File: src/design/pmt_pkg.sv
// Shared types and constants for the PS/2 mouse packet tracker.
package pmt_pkg;

   localparam int BYTE_BITS = 8;
   localparam int SIZE_BITS = 13;
   localparam int CSR_DATA_BITS = 32;
   localparam int CSR_ADDR_BITS = 3;

   // header bit positions
   localparam int HDR_LEFT = 0;
   localparam int HDR_RIGHT = 1;
   localparam int HDR_MIDDLE = 2;
   localparam int HDR_SYNC = 3;
   localparam int HDR_XSIGN = 4;
   localparam int HDR_YSIGN = 5;
   localparam int HDR_XOVF = 6;
   localparam int HDR_YOVF = 7;

   localparam int DELTA_BITS = 11;
   localparam logic signed [DELTA_BITS-1:0] OVF_EXTRA = 11'sd255;

   localparam logic [SIZE_BITS-1:0] WIDTH_RESET = 13'd1024;
   localparam logic [SIZE_BITS-1:0] HEIGHT_RESET = 13'd768;

   // register index (paddr[2])
   localparam logic REG_WIDTH = 1'b0;
   localparam logic REG_HEIGHT = 1'b1;

   // packet byte phase
   localparam logic [1:0] PHASE_HEADER = 2'd0;
   localparam logic [1:0] PHASE_XBYTE = 2'd1;
   localparam logic [1:0] PHASE_YBYTE = 2'd2;
   localparam logic [1:0] PHASE_UNUSED = 2'd3;

   typedef struct packed {
      logic                 emit;
      logic [BYTE_BITS-1:0] header;
      logic [BYTE_BITS-1:0] x_byte;
   } frame_type;

endpackage

File: src/design/pmt_regs.sv
// Configuration registers behind the APB-style port.
module pmt_regs (
   input  logic                                 clock,
   input  logic                                 reset,
   input  logic                                 csr_psel,
   input  logic                                 csr_penable,
   input  logic                                 csr_pwrite,
   input  logic [pmt_pkg::CSR_ADDR_BITS-1:0]    csr_paddr,
   input  logic [pmt_pkg::CSR_DATA_BITS-1:0]    csr_pwdata,
   output logic [pmt_pkg::CSR_DATA_BITS-1:0]    csr_prdata,
   output logic                                 csr_pready,
   output logic [pmt_pkg::SIZE_BITS-1:0]        screen_width,
   output logic [pmt_pkg::SIZE_BITS-1:0]        screen_height
);
   import pmt_pkg::*;

   logic [SIZE_BITS-1:0] width_ff, width_in;
   logic [SIZE_BITS-1:0] height_ff, height_in;
   logic                 wr_en;
   logic                 reg_sel;

   assign csr_pready = 1'b1;
   assign wr_en = csr_psel && csr_penable && csr_pwrite && csr_pready;
   assign reg_sel = csr_paddr[2];

   always_comb begin
      width_in = width_ff;
      height_in = height_ff;
      if (wr_en) begin
         unique case (reg_sel)
            REG_WIDTH:  width_in = csr_pwdata[SIZE_BITS-1:0];
            REG_HEIGHT: height_in = csr_pwdata[SIZE_BITS-1:0];
            default:    width_in = width_ff;
         endcase
      end
   end

   always_ff @(posedge clock) begin
      if (reset) begin
         width_ff <= WIDTH_RESET;
         height_ff <= HEIGHT_RESET;
      end else begin
         width_ff <= width_in;
         height_ff <= height_in;
      end
   end

   always_comb begin
      unique case (reg_sel)
         REG_WIDTH:  csr_prdata = {{(CSR_DATA_BITS-SIZE_BITS){1'b0}}, width_ff};
         REG_HEIGHT: csr_prdata = {{(CSR_DATA_BITS-SIZE_BITS){1'b0}}, height_ff};
         default:    csr_prdata = '0;
      endcase
   end

   assign screen_width = width_ff;
   assign screen_height = height_ff;

endmodule

File: src/design/pmt_frame.sv
// Packet framing: startup drop, header sync check and byte phase tracking.
module pmt_frame (
   input  logic                          clock,
   input  logic                          reset,
   input  logic                          take,
   input  logic [pmt_pkg::BYTE_BITS-1:0] rx_byte,
   output pmt_pkg::frame_type            frame
);
   import pmt_pkg::*;

   logic                 skip_ff, skip_in;
   logic [1:0]           phase_ff, phase_in;
   logic [BYTE_BITS-1:0] header_ff, header_in;
   logic [BYTE_BITS-1:0] xbyte_ff, xbyte_in;

   always_comb begin
      skip_in = skip_ff;
      phase_in = phase_ff;
      header_in = header_ff;
      xbyte_in = xbyte_ff;
      if (take) begin
         if (skip_ff) begin
            skip_in = 1'b0;
         end else begin
            unique case (phase_ff)
               PHASE_XBYTE: begin
                  xbyte_in = rx_byte;
                  phase_in = PHASE_YBYTE;
               end
               PHASE_YBYTE: begin
                  phase_in = PHASE_HEADER;
               end
               PHASE_HEADER, PHASE_UNUSED: begin
                  if (rx_byte[HDR_SYNC]) begin
                     header_in = rx_byte;
                     phase_in = PHASE_XBYTE;
                  end else begin
                     phase_in = PHASE_HEADER;
                  end
               end
               default: phase_in = PHASE_HEADER;
            endcase
         end
      end
   end

   always_ff @(posedge clock) begin
      if (reset) begin
         skip_ff <= 1'b1;
         phase_ff <= PHASE_HEADER;
         header_ff <= '0;
         xbyte_ff <= '0;
      end else begin
         skip_ff <= skip_in;
         phase_ff <= phase_in;
         header_ff <= header_in;
         xbyte_ff <= xbyte_in;
      end
   end

   // the word in hand completes a packet
   assign frame.emit = !skip_ff && (phase_ff == PHASE_YBYTE);
   assign frame.header = header_ff;
   assign frame.x_byte = xbyte_ff;

endmodule

File: src/design/pmt_axis.sv
// One axis: movement decode, optional inversion, move and clamp to the screen.
module pmt_axis #(
   parameter int COORD_BITS = 12
) (
   input  logic [COORD_BITS-1:0]         pos,
   input  logic [pmt_pkg::BYTE_BITS-1:0] mag,
   input  logic                          neg,
   input  logic                          ovf,
   input  logic                          invert,
   input  logic [pmt_pkg::SIZE_BITS-1:0] size,
   output logic [COORD_BITS-1:0]         new_pos
);
   import pmt_pkg::*;

   localparam int SUM_BITS = ((COORD_BITS > SIZE_BITS) ? COORD_BITS : SIZE_BITS) + 2;

   logic signed [DELTA_BITS-1:0] base;
   logic signed [DELTA_BITS-1:0] delta;
   logic signed [DELTA_BITS-1:0] move;
   logic signed [SUM_BITS-1:0]   sum;
   logic [SIZE_BITS-1:0]         hi_size;
   logic [SUM_BITS-1:0]          hi_ext;
   logic [SUM_BITS-1:0]          lim_ext;
   logic [SUM_BITS-1:0]          hi;
   logic [SUM_BITS-1:0]          clamped;

   // 9-bit two's complement movement, widened
   assign base = {{(DELTA_BITS-BYTE_BITS-1){neg}}, neg, mag};

   always_comb begin
      if (ovf) begin
         delta = neg ? (base - OVF_EXTRA) : (base + OVF_EXTRA);
      end else begin
         delta = base;
      end
   end

   assign move = invert ? -delta : delta;

   assign sum = $signed({{(SUM_BITS-COORD_BITS){1'b0}}, pos})
              + $signed({{(SUM_BITS-DELTA_BITS){move[DELTA_BITS-1]}}, move});

   // a zero size holds the coordinate at 0
   assign hi_size = (size == '0) ? '0 : size - 1'b1;
   assign hi_ext = {{(SUM_BITS-SIZE_BITS){1'b0}}, hi_size};
   assign lim_ext = {{(SUM_BITS-COORD_BITS){1'b0}}, {COORD_BITS{1'b1}}};
   assign hi = (hi_ext > lim_ext) ? lim_ext : hi_ext;

   always_comb begin
      priority if (sum[SUM_BITS-1]) begin
         clamped = '0;
      end else if ($unsigned(sum) > hi) begin
         clamped = hi;
      end else begin
         clamped = $unsigned(sum);
      end
   end

   assign new_pos = clamped[COORD_BITS-1:0];

endmodule

File: src/design/ps2_mouse_packet_tracker.sv
// Top level of the PS/2 mouse packet tracker.
//
//   channel  direction  ports                                   word
//   req      in         req_valid, req_stall, req_rx_byte       one mouse byte
//   rsp      out        rsp_valid, rsp_stall, rsp_cursor_*, *_button  one cursor update
//   csr      in/out     csr_psel/penable/pwrite/paddr/pwdata/prdata/pready  width, height
//
// One byte per cycle sustained while rsp does not stall. A byte is held in the input register,
// then framing and the move/clamp adders settle into the result register, from which a
// packet's update shows on rsp.
// Reset is synchronous; it drops the first byte afterward and zeroes the cursor.
// A stall on rsp holds only a byte that completes a packet; other bytes pass.
module ps2_mouse_packet_tracker #(
   parameter int COORD_BITS = 12
) (
   input  logic                                 clock,
   input  logic                                 reset,
   input  logic                                 req_valid,
   output logic                                 req_stall,
   input  logic [pmt_pkg::BYTE_BITS-1:0]        req_rx_byte,
   output logic                                 rsp_valid,
   input  logic                                 rsp_stall,
   output logic [COORD_BITS-1:0]                rsp_cursor_x,
   output logic [COORD_BITS-1:0]                rsp_cursor_y,
   output logic                                 rsp_left_button,
   output logic                                 rsp_right_button,
   output logic                                 rsp_middle_button,
   input  logic                                 csr_psel,
   input  logic                                 csr_penable,
   input  logic                                 csr_pwrite,
   input  logic [pmt_pkg::CSR_ADDR_BITS-1:0]    csr_paddr,
   input  logic [pmt_pkg::CSR_DATA_BITS-1:0]    csr_pwdata,
   output logic [pmt_pkg::CSR_DATA_BITS-1:0]    csr_prdata,
   output logic                                 csr_pready
);
   import pmt_pkg::*;

   logic                  in_valid_ff, in_valid_in;
   logic [BYTE_BITS-1:0]  in_byte_ff, in_byte_in;
   logic                  out_valid_ff, out_valid_in;
   logic [COORD_BITS-1:0] pos_x_ff, pos_x_in;
   logic [COORD_BITS-1:0] pos_y_ff, pos_y_in;
   logic [2:0]            buttons_ff, buttons_in;
   logic [SIZE_BITS-1:0]  screen_width;
   logic [SIZE_BITS-1:0]  screen_height;
   logic [COORD_BITS-1:0] next_x;
   logic [COORD_BITS-1:0] next_y;
   frame_type             frame;
   logic                  advance;
   logic                  load;
   logic                  req_take;

   pmt_regs u_regs (
      .clock         (clock),
      .reset         (reset),
      .csr_psel      (csr_psel),
      .csr_penable   (csr_penable),
      .csr_pwrite    (csr_pwrite),
      .csr_paddr     (csr_paddr),
      .csr_pwdata    (csr_pwdata),
      .csr_prdata    (csr_prdata),
      .csr_pready    (csr_pready),
      .screen_width  (screen_width),
      .screen_height (screen_height)
   );

   pmt_frame u_frame (
      .clock   (clock),
      .reset   (reset),
      .take    (advance),
      .rx_byte (in_byte_ff),
      .frame   (frame)
   );

   pmt_axis #(.COORD_BITS(COORD_BITS)) u_axis_x (
      .pos     (pos_x_ff),
      .mag     (frame.x_byte),
      .neg     (frame.header[HDR_XSIGN]),
      .ovf     (frame.header[HDR_XOVF]),
      .invert  (1'b0),
      .size    (screen_width),
      .new_pos (next_x)
   );

   // Y counts up on the mouse, down on the screen
   pmt_axis #(.COORD_BITS(COORD_BITS)) u_axis_y (
      .pos     (pos_y_ff),
      .mag     (in_byte_ff),
      .neg     (frame.header[HDR_YSIGN]),
      .ovf     (frame.header[HDR_YOVF]),
      .invert  (1'b1),
      .size    (screen_height),
      .new_pos (next_y)
   );

   // a word that yields no result never waits on the output side
   assign advance = in_valid_ff && (!frame.emit || !out_valid_ff || !rsp_stall);
   assign load = advance && frame.emit;
   assign req_stall = in_valid_ff && !advance;
   assign req_take = req_valid && !req_stall;

   always_comb begin
      in_valid_in = in_valid_ff;
      in_byte_in = in_byte_ff;
      if (req_take) begin
         in_valid_in = 1'b1;
         in_byte_in = req_rx_byte;
      end else if (advance) begin
         in_valid_in = 1'b0;
      end
   end

   always_comb begin
      out_valid_in = out_valid_ff;
      pos_x_in = pos_x_ff;
      pos_y_in = pos_y_ff;
      buttons_in = buttons_ff;
      if (load) begin
         out_valid_in = 1'b1;
         pos_x_in = next_x;
         pos_y_in = next_y;
         buttons_in = {frame.header[HDR_MIDDLE], frame.header[HDR_RIGHT],
                       frame.header[HDR_LEFT]};
      end else if (!rsp_stall) begin
         out_valid_in = 1'b0;
      end
   end

   always_ff @(posedge clock) begin
      if (reset) begin
         in_valid_ff <= 1'b0;
         out_valid_ff <= 1'b0;
         pos_x_ff <= '0;
         pos_y_ff <= '0;
      end else begin
         in_valid_ff <= in_valid_in;
         out_valid_ff <= out_valid_in;
         pos_x_ff <= pos_x_in;
         pos_y_ff <= pos_y_in;
      end
   end

   always_ff @(posedge clock) begin
      in_byte_ff <= in_byte_in;
      buttons_ff <= buttons_in;
   end

   // the kept position doubles as the result payload; it moves only on a load
   assign rsp_valid = out_valid_ff;
   assign rsp_cursor_x = pos_x_ff;
   assign rsp_cursor_y = pos_y_ff;
   assign rsp_left_button = buttons_ff[0];
   assign rsp_right_button = buttons_ff[1];
   assign rsp_middle_button = buttons_ff[2];

endmodule
File: config.mk
export PLATFORM = sky130hd
export DESIGN_NAME = ps2_mouse_packet_tracker
export DESIGN_NICKNAME = d
export VERILOG_FILES = /design/src/design/pmt_pkg.sv /design/src/design/pmt_regs.sv /design/src/design/pmt_frame.sv /design/src/design/pmt_axis.sv /design/src/design/ps2_mouse_packet_tracker.sv
export SDC_FILE = /design/constraint.sdc
export NUM_CORES = 1
export LEC_CHECK = 0
export BUFFER_PORTS_ARGS = -buffer_cell sky130_fd_sc_hd__buf_2
export CAP_MARGIN = 5
export CELL_PAD_IN_SITES_DETAIL_PLACEMENT = 0
export CELL_PAD_IN_SITES_GLOBAL_PLACEMENT = 2
export CORE_AREA = 4 4 118 232
export CTS_CLUSTER_SIZE = 16
export DETAILED_ROUTE_END_ITERATION = 16
export DIE_AREA = 0 0 122 236
export PLACE_DENSITY = 0.78
export SETUP_SLACK_MARGIN = 0.02
export SLEW_MARGIN = 10
export SYNTH_ARGS = -nofsm -noshare
export SYNTH_HDL_FRONTEND = slang
export SYNTH_HIERARCHICAL = 1
export SYNTH_SLANG_ARGS = --single-unit
export TNS_END_PERCENT = 30
File: constraint.sdc
create_clock -name clock -period 5.4 [get_ports clock]
set_input_delay 0.81 -clock clock [delete_from_list [all_inputs] [get_ports clock]]
set_output_delay 0.81 -clock clock [all_outputs]
set_load 0.005 [all_outputs]
==> impl_metrics.csv, run 1 <==
group,metric,value,unit
detailed_routing,via_per_inst,4.88,
global_route,use_met1,0.159,
clocking,cts_hold_buf,0,
sta,worst_slew_pin_slew,0.941,ns
sta,slew-limit-headroom,0.367,
sta,slew_viol_final,0,
finish,nets,1247,
global_route,grt_pass1_wl,35600,um
critical_path,cp.arrival,5.77,ns
critical_path,r2r_start,"in_byte_ff[1]",
die,core.rowCount,83,
sta,skew,0.0171,ns
die,die_area,28800,um2
detailed_routing,drc,0,
power_and_ir_drop,finalPower,1.80,mW
critical_path,critical_path_class,"reg -> reg",
global_route,grtUsageTotal,0.156,
global_route,overflow,0,
outcome,violations,"negative setup slack",
die,core-area,25700,um2
finish,fin_util,0.383,
placed_design,globalplace.congestion,0.833,
clocking,cts_tree,"done",
placed_design,io_buffers,70,
sta,hold_ws,0.423,ns
critical_path,worstPathMaxFanout,5,
critical_path,crit_path_end_kind,"register",
finish,diodes,0,
finish,syn_to_final_growth,21.8,%
synthesis,syn_avg_cell_area,8.30,um2
finish,n_fill_cell,2687,
synthesis,yosysWarnings,6,
sta,min_period,5.47,ns
global_route,grt_antenna_before_repair,0,
clocking,ctsLongestPathBuffers,2,
sta,setup_tns,-0.299,ns
detailed_routing,drt_pass1_iterations,4,
critical_path,crit_start,"in_byte_ff[1]",
critical_path,critPathCapture,"rsp_cursor_y[5]",
clocking,cts_root_buf,"clkbuf_16",
finish,layout_common_cells,"nand2_1 (99), nand2b_1 (90), buf_4 (86)",
clocking,clkTransAtPathRegs,0.07,ns
synthesis,synthCells,971,
clocking,h-tree-depth,3,
global_route,grt_max_degree,57,
outcome,status,"finished, violations left",
synthesis,syn-cell-area,8060,um2
power_and_ir_drop,p_leak,4.33,nW
clocking,clock_latency,0.37,ns
detailed_routing,vias,7123,
critical_path,critPathLaunchType,"register",
power_and_ir_drop,ir_worst_vdd,153,uV
clocking,clock-sinks,81,
detailed_routing,wire_per_inst,15.3,um
global_route,use_met3,0.0259,
die,die_w,122,um
global_route,use_met2,0.307,
sta,hold_viol,0,
global_route,grt_pass1_vias,7144,
hold_path,hp-class,"reg -> reg",
critical_path,reg2reg_depth,26,
die,die-height,236,um
die,initial_utilization,0.314,
sta,fin_crit_sh,1.01,
sta,clock.fmax,0.183,GHz
sta,layout_setup_ws,-0.0699,ns
detailed_routing,drt-total-wl,22300,um
finish,layout_commonest_cell,"nand2_1",
critical_path,worstPathRequired,5.70,ns
sta,rsz0062_at_grt,"true",
finish,drive_above_1_share,0.256,
sta,setup-violations-final,10,
placed_design,dp_hpwl,17500,um
detailed_routing,ant_nets,0,
critical_path,r2r_slack,-0.07,ns
global_route,grt-busiest-layer,"met2",
detailed_routing,drtIter0Drc,273,
run,maxCapViolCount,0,
power_and_ir_drop,p_per_area,183,nW/um2
die,ioPinCount,112,
clocking,cts_made_buffers,9,
critical_path,rr_endpoint,"rsp_cursor_y[5]",
area by class of cell:
cell class                      instances  area [um2]  area share
Multi-Input combinational cell        815        6150       0.626
Sequential cell                        81        1730       0.176
Timing Repair Buffer                  160        1040       0.106
Tap cell                              340         425      0.0433
Clock buffer                           12         258      0.0262
Inverter                               47         179      0.0182
Clock inverter                          4        35.0     0.00357
state kept, by name (all words and copies together) (netlist names):
| signal | cells |
|---|---|
| buttons_ff | 3 |
| in_byte_ff | 8 |
| in_valid_ff | 1 |
| rsp_cursor_x | 12 |
| rsp_cursor_y | 12 |
| rsp_valid | 1 |
| u_frame/header_ff | 7 |
| u_frame/phase_ff | 2 |
| u_frame/skip_ff | 1 |
| u_frame/xbyte_ff | 8 |
| u_regs/screen_height | 13 |
| u_regs/screen_width | 13 |
worst min path at each step:
stage,start,end,cells past startpoint
detailed placement,u_frame/header_ff[2],buttons_ff[2],0
global route,u_frame/header_ff[0],buttons_ff[0],0
CTS,u_frame/header_ff[0],buttons_ff[0],0
floorplan,u_frame/header_ff[0],buttons_ff[0],0
finish,u_frame/header_ff[0],buttons_ff[0],0
global placement,u_frame/header_ff[2],buttons_ff[2],0
metal layers:
metal  vias up  share of wire
met5         -              0
met4         0          0.025
met3        29          0.033
met2       132           0.56
met1      3326           0.38
li1       3636              -
worst max-delay path, stage by stage, from the launching register on:
cell       delay, ns
edfxtp_1        0.47
ha_4            0.27
a211oi_4        0.27
nor2_1          0.07
o31ai_1         0.29
xnor2_1         0.20
a2111oi_4       0.35
nand2_1         0.13
o21ai_2         0.14
xnor2_1         0.08
ha_1            0.30
nand2_1         0.06
or4_4           0.57
a31oi_4         0.19
xnor2_2         0.10
ha_1            0.30
nand2_1         0.06
nor2_2          0.14
nand3_2         0.09
a21oi_2         0.13
a2111oi_2       0.05
a221o_1         0.40
buf_6           0.17
or2_4           0.24
a21oi_4         0.16
nand2b_1        0.07
mux2i_1         0.12
per-stage QoR:
step | cells | setup slack [ns] | cell area [um2]
after floorplan | 996 | 0.0381 | 8160
after global placement | 1433 | -0.297 | 9170
after detailed placement | 1433 | -0.333 | 9170
after CTS | 1457 | -0.102 | 9740
after global routing | 1459 | -0.388 | 9820
final | 1459 | -0.0699 | 9820
power breakdown:
group	internal (mW)	leakage (nW)	switching, mW
Combinational	0.257	3.51	0.275
Sequential	0.622	0.678	0.0153
Clock	0.344	0.142	0.283
Total	1.22	4.33	0.573
repair_timing:
action,CTS,global route
hold endpoints to repair,0,0
buffers inserted,6,3
gates resized for setup,53,16
pin swaps,35,17
endpoints found under the setup margin,12,24
cloned,2,0
Power figures use the tool's default switching activity.
==> inputs of run 2 (changes only) <==
--- a/config.mk
+++ b/config.mk
@@ -9,11 +9,12 @@
 export CAP_MARGIN = 5
 export CELL_PAD_IN_SITES_DETAIL_PLACEMENT = 0
 export CELL_PAD_IN_SITES_GLOBAL_PLACEMENT = 2
-export CORE_AREA = 4 4 118 232
+export CORE_AREA = 4 4 116 229
+export CTS_BUF_LIST = sky130_fd_sc_hd__clkbuf_8
 export CTS_CLUSTER_SIZE = 16
 export DETAILED_ROUTE_END_ITERATION = 16
-export DIE_AREA = 0 0 122 236
-export PLACE_DENSITY = 0.78
+export DIE_AREA = 0 0 120 233
+export PLACE_DENSITY = 0.8
 export SETUP_SLACK_MARGIN = 0.02
 export SLEW_MARGIN = 10
 export SYNTH_ARGS = -nofsm -noshare
==> constraint.sdc (replaced) <==
create_clock -name clock -period 4.7 [get_ports clock]
set_input_delay 0.705 -clock clock [delete_from_list [all_inputs] [get_ports clock]]
set_output_delay 0.705 -clock clock [all_outputs]
set_load 0.005 [all_outputs]
==> impl_metrics.csv, run 2 (synthesis gave the netlist of run 1 again) <==
group,metric,value,unit
die,die_w,120,um
clocking,cts_made_buffers,9,
die,core.rowCount,82,
hold_path,hp-class,"reg -> reg",
placed_design,dp_hpwl,18300,um
die,initial_utilization,0.323,
detailed_routing,vias,7284,
finish,layout_commonest_cell,"buf_4",
detailed_routing,drc,0,
detailed_routing,drt_pass1_iterations,5,
finish,drive_above_1_share,0.311,
critical_path,worstPathMaxFanout,10,
global_route,grt-busiest-layer,"met2",
clocking,clkTransAtPathRegs,0.10,ns
clocking,h-tree-depth,3,
sta,setup-violations-final,24,
power_and_ir_drop,p_per_area,183,nW/um2
placed_design,dp.cells,1499,
global_route,use_met2,0.332,
clocking,cts_tree,"done",
placed_design,globalplace.congestion,0.834,
global_route,grt_pass1_wl,36500,um
outcome,violations,"negative setup slack",
sta,rsz0062_at_grt,"true",
outcome,status,"finished, violations left",
global_route,grt_antenna_before_repair,1,
sta,slew_viol_final,0,
sta,clock.fmax,0.185,GHz
die,die_area,28000,um2
detailed_routing,ant_nets,0,
sta,worst_slew_pin_slew,0.702,ns
finish,final_cell_area,10200,um2
sta,min_period,5.40,ns
detailed_routing,drtIter0Drc,190,
detailed_routing,wire_per_inst,14.8,um
global_route,overflow,0,
global_route,use_met1,0.157,
placed_design,pre_cts_slack,-0.855,ns
finish,layout_common_cells,"buf_4 (155), nand2_1 (99), nand2b_1 (90)",
sta,slew-limit-headroom,0.532,
sta,fin_crit_sh,1.15,
critical_path,worstPathRequired,5.04,ns
hold_path,min_from,"u_frame/header_ff[0]",
critical_path,cp.arrival,5.74,ns
run,maxCapViolCount,0,
detailed_routing,via_per_inst,4.79,
critical_path,crit_start,"in_byte_ff[6]",
sta,setup_tns,-10.66,ns
finish,n_fill_cell,2594,
critical_path,critical_path_class,"reg -> reg",
clocking,clock_latency,0.41,ns
clocking,ctsLongestPathBuffers,2,
finish,syn_to_final_growth,26.7,%
sta,skew,0.00945,ns
sta,hold_viol,0,
global_route,grt_pass1_vias,7481,
power_and_ir_drop,p_leak,4.59,nW
finish,final_cells,1522,
finish,nets,1313,
sta,layout_setup_ws,-0.703,ns
clocking,cts_root_buf,"clkbuf_8",
global_route,grtUsageTotal,0.164,
die,core-area,24900,um2
detailed_routing,drt-total-wl,22600,um
critical_path,critPathLaunchType,"register",
placed_design,io_buffers,70,
placed_design,placed_area,9830,um2
die,die-height,233,um
die,ioPinCount,112,
global_route,grt_max_degree,69,
global_route,use_met3,0.0214,
clocking,clock-sinks,81,
critical_path,crit_path_end_kind,"register",
power_and_ir_drop,ir_worst_vdd,148,uV
critical_path,r2r_start,"in_byte_ff[6]",
==> run 2: cell count changes in the layout (fill, tap and decap cells not counted), sizes merged <==
cell / delta
diode: +1
clkinv: +1
clkbuf: -3
clkinvlp: +1
inv: +1
buf: +66
==> run 2: area by class of cell <==
| class | instances | area [um2] | share of cell area |
|---|---|---|---|
| timing repair buffer | 226 | 1530 | 0.149 |
| sequential | 81 | 1740 | 0.170 |
| inverter | 47 | 184 | 0.0180 |
| tap | 336 | 420 | 0.0411 |
| antenna | 1 | 2.50 | 0.000245 |
| multi-input combinational | 815 | 6170 | 0.604 |
| clock buffer | 9 | 124 | 0.0121 |
| clock inverter | 7 | 55.1 | 0.00539 |
==> run 2: path summary, 6_finish.rpt <==
kind | endpoint | slack (ns) | cells past startpoint
min reg2reg | buttons_ff[0] | 0.44 | 0
max | rsp_cursor_y[10] | -0.70 | 25
max reg2reg | rsp_cursor_y[10] | -0.70 | 25
min | buttons_ff[0] | 0.44 | 0
==> run 2: per-stage QoR <==
step	power, mW	utilization	hold slack [ns]
after floorplan	1.16	-	0.408
after global placement	1.33	0.394	0.415
after detailed placement	1.33	0.394	0.415
after CTS	1.88	0.405	0.433
after global routing	1.99	0.410	0.434
final	1.87	0.410	0.442
==> run 2: what timing repair did <==
action	in CTS	in global routing
hold buffers	0	0
pin swaps	15	7
setup buffers	5	1
gates resized for setup	16	25
endpoints found under the setup margin	24	24
endpoints found under the hold margin	0	0
==> run 2: per-layer routing <==
layer | part of all wire | routed length [um]
met1 | 0.37 | 8390
met3 | 0.026 | 581
met4 | 0.036 | 809
met2 | 0.57 | 12800
met5 | 0 | 0
==> run 2: power by group <==
group / internal, mW / switching [mW] / total (mW)
logic: 0.307 / 0.311 / 0.618
registers: 0.713 / 0.0174 / 0.730
clock network: 0.197 / 0.325 / 0.522
==> run 2: worst max-delay path: stages, from the launching register on <==
cell and delay, ns:
edfxtp_1 0.47, ha_4 0.31, o21a_1 0.15, o21ai_1 0.08
a222oi_1 0.34, nand2_1 0.19, a2111oi_4 0.42, a21boi_1 0.13
xnor2_1 0.16, ha_1 0.31, nand2_2 0.07, or4_4 0.56
a31oi_4 0.17, xnor2_2 0.09, ha_1 0.29, nand2_1 0.06
nor2_2 0.14, nand3_2 0.10, a21oi_2 0.13, a2111oi_2 0.06
a221o_1 0.35, buf_4 0.17, or2_2 0.28, a21oi_2 0.12
nand2b_1 0.07, mux2i_1 0.12
